File: src/design/mrls_pkg.sv
// Shared constants, codes and types for the modem response line splitter.
package mrls_pkg;

   localparam int MAX_LINE   = 64;
   localparam int IDX_W      = $clog2(MAX_LINE);
   localparam int CNT_W      = $clog2(MAX_LINE + 1);
   localparam int CHAR_W     = 8;
   localparam int KIND_W     = 2;
   localparam int LEN_W      = 7;
   localparam int CSR_ADDR_W = 3;
   localparam int CSR_DATA_W = 32;

   localparam logic [KIND_W-1:0] KIND_CHAR     = 2'd0;
   localparam logic [KIND_W-1:0] KIND_PROMPT   = 2'd1;
   localparam logic [KIND_W-1:0] KIND_OVERFLOW = 2'd2;

   localparam logic [CHAR_W-1:0] CH_CR = 8'h0D;
   localparam logic [CHAR_W-1:0] CH_LF = 8'h0A;
   localparam logic [CHAR_W-1:0] CH_GT = 8'h3E;
   localparam logic [CHAR_W-1:0] CH_SP = 8'h20;

   // register word index, taken from paddr[2]
   localparam logic REG_PROMPT_ENABLE = 1'b0;

   typedef enum logic [1:0] {
      ST_IDLE = 2'b01,
      ST_EMIT = 2'b10
   } state_type;

   // controller -> datapath
   typedef struct packed {
      logic accept;   // apply the incoming byte
      logic emit;     // load the next buffered character into the output
   } cmd_type;

   // datapath -> controller
   typedef struct packed {
      logic out_free;      // output register empty or draining this cycle
      logic replay_start;  // accepted byte ends a non-empty line
      logic last;          // current replay character is the final one
   } status_type;

endpackage

File: src/design/mrls_ram.sv
// Generic single-write, single-read RAM with registered read data.
module mrls_ram #(
   parameter int WIDTH = 8,
   parameter int DEPTH = 64
) (
   input  logic                     clock,
   input  logic                     wr_en,
   input  logic [$clog2(DEPTH)-1:0] wr_addr,
   input  logic [WIDTH-1:0]         wr_data,
   input  logic                     rd_en,
   input  logic [$clog2(DEPTH)-1:0] rd_addr,
   output logic [WIDTH-1:0]         rd_data
);

   logic [WIDTH-1:0] mem_ff [DEPTH];
   logic [WIDTH-1:0] rd_data_ff;

   always_ff @(posedge clock) begin
      if (wr_en) begin
         mem_ff[wr_addr] <= wr_data;
      end
      if (rd_en) begin
         rd_data_ff <= mem_ff[rd_addr];
      end
   end

   assign rd_data = rd_data_ff;

endmodule

File: src/design/mrls_ctrl.sv
// Controller state machine: byte intake versus line replay.
module mrls_ctrl (
   input  logic                 clock,
   input  logic                 reset,
   input  logic                 req_valid,
   output logic                 req_ready,
   input  mrls_pkg::status_type status,
   output mrls_pkg::cmd_type    cmd
);

   mrls_pkg::state_type state_ff, state_in;

   always_comb begin
      req_ready  = (state_ff == mrls_pkg::ST_IDLE) && status.out_free;
      cmd.accept = req_valid && req_ready;
      cmd.emit   = (state_ff == mrls_pkg::ST_EMIT) && status.out_free;
      state_in   = state_ff;
      unique case (state_ff)
         mrls_pkg::ST_IDLE: begin
            if (cmd.accept && status.replay_start) begin
               state_in = mrls_pkg::ST_EMIT;
            end
         end
         mrls_pkg::ST_EMIT: begin
            if (cmd.emit && status.last) begin
               state_in = mrls_pkg::ST_IDLE;
            end
         end
         default: state_in = mrls_pkg::ST_IDLE;
      endcase
   end

   always_ff @(posedge clock) begin
      if (reset) begin
         state_ff <= mrls_pkg::ST_IDLE;
      end else begin
         state_ff <= state_in;
      end
   end

endmodule

File: src/design/mrls_dp.sv
// Datapath: line state, line store, replay pointer and output register.
module mrls_dp (
   input  logic                              clock,
   input  logic                              reset,
   input  mrls_pkg::cmd_type                 cmd,
   output mrls_pkg::status_type              status,
   input  logic [mrls_pkg::CHAR_W-1:0]       rx_byte,
   input  logic                              cfg_we,
   input  logic                              cfg_prompt,
   output logic                              prompt_enable,
   output logic                              rsp_valid,
   input  logic                              rsp_ready,
   output logic [mrls_pkg::KIND_W-1:0]       rsp_token_kind,
   output logic [mrls_pkg::CHAR_W-1:0]       rsp_token_char,
   output logic [mrls_pkg::LEN_W-1:0]        rsp_token_length,
   output logic                              rsp_token_last
);

   logic [mrls_pkg::CNT_W-1:0] count_ff, count_in;
   logic                       discard_ff, discard_in;
   logic                       skip_ff, skip_in;
   logic                       prompt_ff, prompt_in;
   logic [mrls_pkg::IDX_W-1:0] idx_ff, idx_in;

   logic                        valid_ff, valid_in;
   logic [mrls_pkg::KIND_W-1:0] kind_ff, kind_in;
   logic [mrls_pkg::CHAR_W-1:0] char_ff, char_in;
   logic [mrls_pkg::LEN_W-1:0]  len_ff, len_in;
   logic                        last_ff, last_in;

   logic                        load;
   logic                        wr_en, rd_en;
   logic [mrls_pkg::IDX_W-1:0]  rd_addr;
   logic [mrls_pkg::CHAR_W-1:0] rd_data;
   logic                        is_term, is_sp, is_gt;
   logic                        replay_go;
   logic [mrls_pkg::CNT_W-1:0]  idx_next;

   assign is_term  = (rx_byte == mrls_pkg::CH_CR) || (rx_byte == mrls_pkg::CH_LF);
   assign is_sp    = (rx_byte == mrls_pkg::CH_SP);
   assign is_gt    = (rx_byte == mrls_pkg::CH_GT);
   assign idx_next = mrls_pkg::CNT_W'(idx_ff) + 1'b1;

   assign status.out_free     = !valid_ff || rsp_ready;
   assign status.replay_start = replay_go;
   assign status.last         = (idx_next == count_ff);

   always_comb begin
      count_in   = count_ff;
      discard_in = discard_ff;
      skip_in    = skip_ff;
      prompt_in  = prompt_ff;
      idx_in     = idx_ff;
      load       = 1'b0;
      kind_in    = kind_ff;
      char_in    = char_ff;
      len_in     = len_ff;
      last_in    = last_ff;
      wr_en      = 1'b0;
      replay_go  = 1'b0;

      if (cmd.accept) begin
         skip_in = 1'b0;
         priority if (skip_ff && is_sp) begin
            // space after a prompt is dropped
         end else if (discard_ff) begin
            if (is_term) begin
               discard_in = 1'b0;
               count_in   = '0;
               load       = 1'b1;
               kind_in    = mrls_pkg::KIND_OVERFLOW;
               char_in    = '0;
               len_in     = '0;
               last_in    = 1'b1;
            end
         end else if (is_term) begin
            if (count_ff != '0) begin
               replay_go = 1'b1;
               idx_in    = '0;
            end
         end else if (prompt_ff && is_gt && (count_ff == '0)) begin
            load    = 1'b1;
            kind_in = mrls_pkg::KIND_PROMPT;
            char_in = mrls_pkg::CH_GT;
            len_in  = mrls_pkg::LEN_W'(1);
            last_in = 1'b1;
            skip_in = 1'b1;
         end else if (count_ff >= mrls_pkg::CNT_W'(mrls_pkg::MAX_LINE)) begin
            discard_in = 1'b1;
            count_in   = '0;
         end else begin
            wr_en    = 1'b1;
            count_in = count_ff + 1'b1;
         end
      end

      if (cmd.emit) begin
         load    = 1'b1;
         kind_in = mrls_pkg::KIND_CHAR;
         char_in = rd_data;
         len_in  = mrls_pkg::LEN_W'(count_ff);
         last_in = status.last;
         if (status.last) begin
            count_in = '0;
         end else begin
            idx_in = idx_next[mrls_pkg::IDX_W-1:0];
         end
      end

      if (cfg_we) begin
         prompt_in = cfg_prompt;
         if (!cfg_prompt) begin
            skip_in = 1'b0;
         end
      end

      valid_in = load || (valid_ff && !rsp_ready);
   end

   // prefetch: address 0 at line end, then one ahead of each emitted char
   assign rd_en   = replay_go || (cmd.emit && !status.last);
   assign rd_addr = replay_go ? '0 : idx_next[mrls_pkg::IDX_W-1:0];

   mrls_ram #(
      .WIDTH(mrls_pkg::CHAR_W),
      .DEPTH(mrls_pkg::MAX_LINE)
   ) u_line_ram (
      .clock  (clock),
      .wr_en  (wr_en),
      .wr_addr(count_ff[mrls_pkg::IDX_W-1:0]),
      .wr_data(rx_byte),
      .rd_en  (rd_en),
      .rd_addr(rd_addr),
      .rd_data(rd_data)
   );

   always_ff @(posedge clock) begin
      if (reset) begin
         count_ff   <= '0;
         discard_ff <= 1'b0;
         skip_ff    <= 1'b0;
         prompt_ff  <= 1'b0;
         idx_ff     <= '0;
         valid_ff   <= 1'b0;
      end else begin
         count_ff   <= count_in;
         discard_ff <= discard_in;
         skip_ff    <= skip_in;
         prompt_ff  <= prompt_in;
         idx_ff     <= idx_in;
         valid_ff   <= valid_in;
      end
   end

   always_ff @(posedge clock) begin
      kind_ff <= kind_in;
      char_ff <= char_in;
      len_ff  <= len_in;
      last_ff <= last_in;
   end

   assign prompt_enable    = prompt_ff;
   assign rsp_valid        = valid_ff;
   assign rsp_token_kind   = kind_ff;
   assign rsp_token_char   = char_ff;
   assign rsp_token_length = len_ff;
   assign rsp_token_last   = last_ff;

`ifndef NO_ASSERTIONS
   a_emit_nonempty: assert property (@(posedge clock) disable iff (reset)
      cmd.emit |-> (count_ff != '0))
      else $error("replay with empty line");

   a_discard_empty: assert property (@(posedge clock) disable iff (reset)
      discard_ff |-> (count_ff == '0))
      else $error("line holds characters while discarding");

   a_count_range: assert property (@(posedge clock) disable iff (reset)
      count_ff <= mrls_pkg::CNT_W'(mrls_pkg::MAX_LINE))
      else $error("line count past depth");

   a_no_overrun: assert property (@(posedge clock) disable iff (reset)
      (valid_ff && !rsp_ready) |=> valid_ff && $stable(char_ff) && $stable(kind_ff))
      else $error("output word overwritten while stalled");
`endif

endmodule

File: src/design/modem_response_line_splitter_core.sv
// Top level of the modem response line splitter: ports, CSR decode, controller and datapath.
// Timing: a prompt or overflow word is visible the cycle after its byte is accepted;
//   a line end reads line RAM address 0, and the registered read data enters the output when free.
// Throughput: bytes are accepted while idle and the output is free; a line replays one character
//   per cycle while the output is not stalled, set by the single read port of the line RAM.
// Reset (synchronous, active high) empties the line, leaves discard and prompt-skip off and
//   disables prompt detection; line RAM contents are not cleared and need no clearing pass.
module modem_response_line_splitter_core (
   input  logic                                clock,
   input  logic                                reset,
   // received byte word
   input  logic                                req_valid,
   output logic                                req_ready,
   input  logic [mrls_pkg::CHAR_W-1:0]         req_rx_byte,
   input  logic                                req_chunk_end,
   // token word
   output logic                                rsp_valid,
   input  logic                                rsp_ready,
   output logic [mrls_pkg::KIND_W-1:0]         rsp_token_kind,
   output logic [mrls_pkg::CHAR_W-1:0]         rsp_token_char,
   output logic [mrls_pkg::LEN_W-1:0]          rsp_token_length,
   output logic                                rsp_token_last,
   // APB-style CSR port
   input  logic                                csr_psel,
   input  logic                                csr_penable,
   input  logic                                csr_pwrite,
   input  logic [mrls_pkg::CSR_ADDR_W-1:0]     csr_paddr,
   input  logic [mrls_pkg::CSR_DATA_W-1:0]     csr_pwdata,
   output logic [mrls_pkg::CSR_DATA_W-1:0]     csr_prdata,
   output logic                                csr_pready
);

   mrls_pkg::cmd_type    cmd;
   mrls_pkg::status_type status;
   logic                 cfg_we;
   logic                 prompt_enable;
   logic                 reg_hit;

   // chunk_end marks software feed boundaries only; parsing ignores it
   logic                 unused_chunk_end;
   assign unused_chunk_end = req_chunk_end;

   // single register at word 0; other words read zero and ignore writes
   assign reg_hit    = (csr_paddr[2] == mrls_pkg::REG_PROMPT_ENABLE);
   assign csr_pready = 1'b1;
   assign cfg_we     = csr_psel && csr_penable && csr_pwrite && reg_hit;
   assign csr_prdata = reg_hit ? mrls_pkg::CSR_DATA_W'(prompt_enable) : '0;

   mrls_ctrl u_ctrl (
      .clock    (clock),
      .reset    (reset),
      .req_valid(req_valid),
      .req_ready(req_ready),
      .status   (status),
      .cmd      (cmd)
   );

   mrls_dp u_dp (
      .clock           (clock),
      .reset           (reset),
      .cmd             (cmd),
      .status          (status),
      .rx_byte         (req_rx_byte),
      .cfg_we          (cfg_we),
      .cfg_prompt      (csr_pwdata[0]),
      .prompt_enable   (prompt_enable),
      .rsp_valid       (rsp_valid),
      .rsp_ready       (rsp_ready),
      .rsp_token_kind  (rsp_token_kind),
      .rsp_token_char  (rsp_token_char),
      .rsp_token_length(rsp_token_length),
      .rsp_token_last  (rsp_token_last)
   );

endmodule
File: config.mk
export PLATFORM = sky130hd
export DESIGN_NAME = modem_response_line_splitter_core
export DESIGN_NICKNAME = d
export VERILOG_FILES = /design/src/design/mrls_pkg.sv /design/src/design/mrls_ram.sv /design/src/design/mrls_ctrl.sv /design/src/design/mrls_dp.sv /design/src/design/modem_response_line_splitter_core.sv
export SDC_FILE = /design/constraint.sdc
export NUM_CORES = 1
export LEC_CHECK = 0
export BUFFER_PORTS_ARGS = -buffer_cell sky130_fd_sc_hd__buf_4
export CAP_MARGIN = 20
export CORE_ASPECT_RATIO = 1.25
export CORE_UTILIZATION = 66
export DETAILED_ROUTE_END_ITERATION = 8
export PLACE_DENSITY = 0.85
export SYNTH_ARGS = -nofsm -noshare
export SYNTH_HDL_FRONTEND = slang
export SYNTH_HIERARCHICAL = 1
export SYNTH_SLANG_ARGS = --single-unit
File: constraint.sdc
create_clock -name clock -period 8.4 [get_ports clock]
set_input_delay 0.84 -clock clock [delete_from_list [all_inputs] [get_ports clock]]
set_output_delay 0.84 -clock clock [all_outputs]
set_load 0.1 [all_outputs]
==> impl_metrics.toml <==
[run_status]
status = "complete, no violations"

[die]
core_mm2 = 0.0337
dieArea_mm2 = 0.0350
start_util_pct = 67.1
pin_count = 104
rows = 75
die_w_um = 168
fp.dieH_um = 209

[worst_setup_path]
crit_path_top_delay_cell = "nor2_4"
critPathLaunchType = "input port"
path_cells = "buf_4, nor4b_4, a31oi_1, and2_1, nor3b_2, buf_4, nor2_4, buf_4, mux4_2, mux2_2, o221a_2, nor3_1, o32ai_1"
required_ns = 8.71
cp_max_fo = 66
critPathMaxStageDelay_ns = 0.74
worst-setup-path-type = "in2reg"
crit_path_end_kind = "flip-flop"
cp_data_arrival_time_ns = 5.88
cpMostUsedCell = "buf_4"

[global_routing]
met1_usage_pct = 36.2
grt_max_degree = 69
top_usage_layer = "met2"
antenna_found_initial = 0
grt_use_met3_pct = 5.55
grt_first_pass_wirelength_um = 71700
grt_util_all_layers_pct = 28.4
overflow = 0
grt_pass1_vias = 11600
globalRouteMet2Util_pct = 48.1

[sta]
fin_tns_setup_ns = 0
worstMarginPinSlew_ns = 1.05
timing.final.crit_share_pct = 66.4
fin_skew_ns = 0.0154
max_freq_ghz = 0.179
timing_hold_violations_final = 0
final-setup-viol-count = 0
max_slew_margin_pct = 29.9
setup_slack_ns = 2.82
period_minus_slack_ns = 5.58
slew_viol_final = 0
rsz0062_at_grt = "no"

[drt]
antenna_left = 0
dr.pass1.iters = 8
drt_iter0_drc = 1646
wirelength_um = 48500
vias = 11600
vias_per_cell = 6.91
detail_route.wl_per_cell_um = 28.8
drc = 0

[layout]
nets = 1283
antenna_cells = 0
syn_to_final_growth_pct = 8.50
final-seq-area_mm2 = 0.0165
drive_gt1_share_pct = 22.1
multi_input_comb_area_mm2 = 0.00556
fillers = 1824
fin_area_mm2 = 0.0245

[yosys]
yosys_warnings = 6
synthArstFlopShare_pct = 0
synth_top_flop_cell = "edfxtp_1"
netlist_area_mm2 = 0.0226
synth_area_leaders = "edfxtp_1, mux4_2, dfxtp_1"
synth.top_cell.area_share_pct = 71.2
ys_seq_area_share_pct = 73.0
synthCells = 1194
synth-edff-count = 536
avgSynthCellArea_um2 = 18.9
synth-seq-cells = 557
synth.distinct_cells = 75
synth_top_area_cell = "edfxtp_1"

[cts]
cts_buffers = 49
clockBufferDepth = 3
clock_sinks = 557
clk_latency_ns = 0.57
post-cts-setup-buffer-count = 0
h-tree-depth = 2
root_buffer = "clkbuf_16"
cts_tree = "yes"
postCtsResizedCells = 0
hold_buffers = 0
path_clk_slew_ns = 0.07

[place]
port_buffers = 37
hpwl_um = 27700
gp_congestion = 0.873
dpl_cell_area_mm2 = 0.0230
dp_slack_ns = 2.25

[power_and_ir_drop]
power.leakage_nw = 7.78
ir_worst_vdd_mv = 0.167
powerDensity_mw_per_mm2 = 218

[run]
maxCapViolCount = 0

[worst_hold_path]
hp-class = "reg2reg"
flip-flops by register name, indices dropped and copies added (netlist names):
register and cells:
u_ctrl/state_ff 2, u_dp/u_line_ram/mem_ff 512, u_dp/rsp_valid 1, u_dp/u_line_ram/rd_data 8
u_dp/rsp_token_last 1, u_dp/rsp_token_length 7, u_dp/idx_ff 6, u_dp/discard_ff 1
u_dp/count_ff 7, u_dp/prompt_enable 1, u_dp/rsp_token_kind 2, u_dp/rsp_token_char 8
u_dp/skip_ff 1
worst max-delay path: cells and delay by family:
kind                   cells  cell delay [ns]
buffers and inverters      3             1.43
AND/OR/NAND/NOR            5             1.95
AO/OA/AOI/OAI              3             0.65
multiplexers               2             0.91
where the power goes:
group	switching, mW	internal (mW)	total, mW
registers	0.00607	3.05	3.05
logic	0.129	0.0189	0.148
clock network	0.938	1.21	2.14
cells by family (layout without fill, tap and decap cells):
logic type      count (synthesis)  count (layout)  share of synthesized area [%]
simple gates                  245             245                           5.67
xor+xnor                       10              10                          0.387
mux                           162             162                           14.2
buf+inv                       108             146                           3.00
compound gates                107             107                           3.49
fa+ha+maj                       3               3                          0.166
flops                         557             557                           73.0
other cells                     2              32                         0.0332
cells in the final DEF, fill, tap and decap left out, types with 18 or more instances in the layout:
| cell type | instances |
|---|---|
| buf_4 | 51 |
| clkbuf_16 | 51 |
| conb_1 | 32 |
| dfxtp_1 | 21 |
| edfxtp_1 | 536 |
| mux2i_1 | 23 |
| mux4_2 | 126 |
| nand2_1 | 31 |
| nand3_1 | 18 |
| nor2_1 | 96 |
worst paths after layout:
kind | startpoint | endpoint | slack (ns) | cells after the start
worst max register to register | u_dp/count_ff[0] | u_dp/u_line_ram/rd_data[4] | 3.04 | 13
worst min-delay path | u_dp/rsp_token_kind[1] | u_dp/rsp_token_kind[1] | 0.50 | 2
worst min register to register | u_dp/rsp_token_kind[1] | u_dp/rsp_token_kind[1] | 0.50 | 2
worst max-delay path | req_rx_byte[5] | u_dp/u_line_ram/rd_data[4] | 2.82 | 13
cell type report:
| class | count | share of cell area [%] |
|---|---|---|
| sequential | 557 | 67.3 |
| multi-input combinational | 559 | 22.7 |
| clock buffer | 64 | 5.44 |
| tap | 423 | 2.16 |
| timing repair buffer | 51 | 1.56 |
| clock inverter | 20 | 0.709 |
| inverter | 11 | 0.168 |
cell usage after synthesis (4+ instances only):
| master | instances |
|---|---|
| xnor2_1 | 6 |
| and2_1 | 12 |
| o22ai_1 | 8 |
| clkbuf_1 | 20 |
| a21o_1 | 8 |
| edfxtp_1 | 536 |
| mux2_2 | 13 |
| a221oi_1 | 6 |
| nor2_1 | 100 |
| nor3_1 | 11 |
| mux4_2 | 126 |
| xor2_1 | 4 |
| nand3_1 | 18 |
| buf_4 | 46 |
| a22oi_1 | 5 |
| nor2b_1 | 16 |
| o21ai_0 | 10 |
| nand4_1 | 4 |
| buf_6 | 6 |
| dfxtp_1 | 21 |
| buf_1 | 4 |
| buf_2 | 18 |
| a21oi_1 | 17 |
| and3_1 | 4 |
| nand2_1 | 31 |
| a211oi_1 | 9 |
| a31oi_1 | 4 |
| o221ai_1 | 8 |
| inv_1 | 11 |
| nand2b_1 | 17 |
| mux2i_1 | 23 |
per-stage QoR:
stage | cells | power [mW] | hold WS [ns] | utilization (%)
2_1_floorplan | 1224 | 3.21 | 0.462 | -
3_3_place_gp | 1600 | 3.25 | 0.481 | 68.3
3_5_place_dp | 1600 | 3.26 | 0.489 | 68.3
4_1_cts | 1684 | 5.37 | 0.501 | 72.8
5_1_grt | 1685 | 5.47 | 0.511 | 72.8
6_report | 1685 | 5.35 | 0.499 | 72.8
routing by layer:
metal / routed length (um) / vias up
met5: 0 / -
li1: - / 4822
met1: 17000 / 5993
met2: 24900 / 704
met4: 2000 / 0
met3: 4570 / 129
Note: power is estimated with default switching activity, not from simulation.
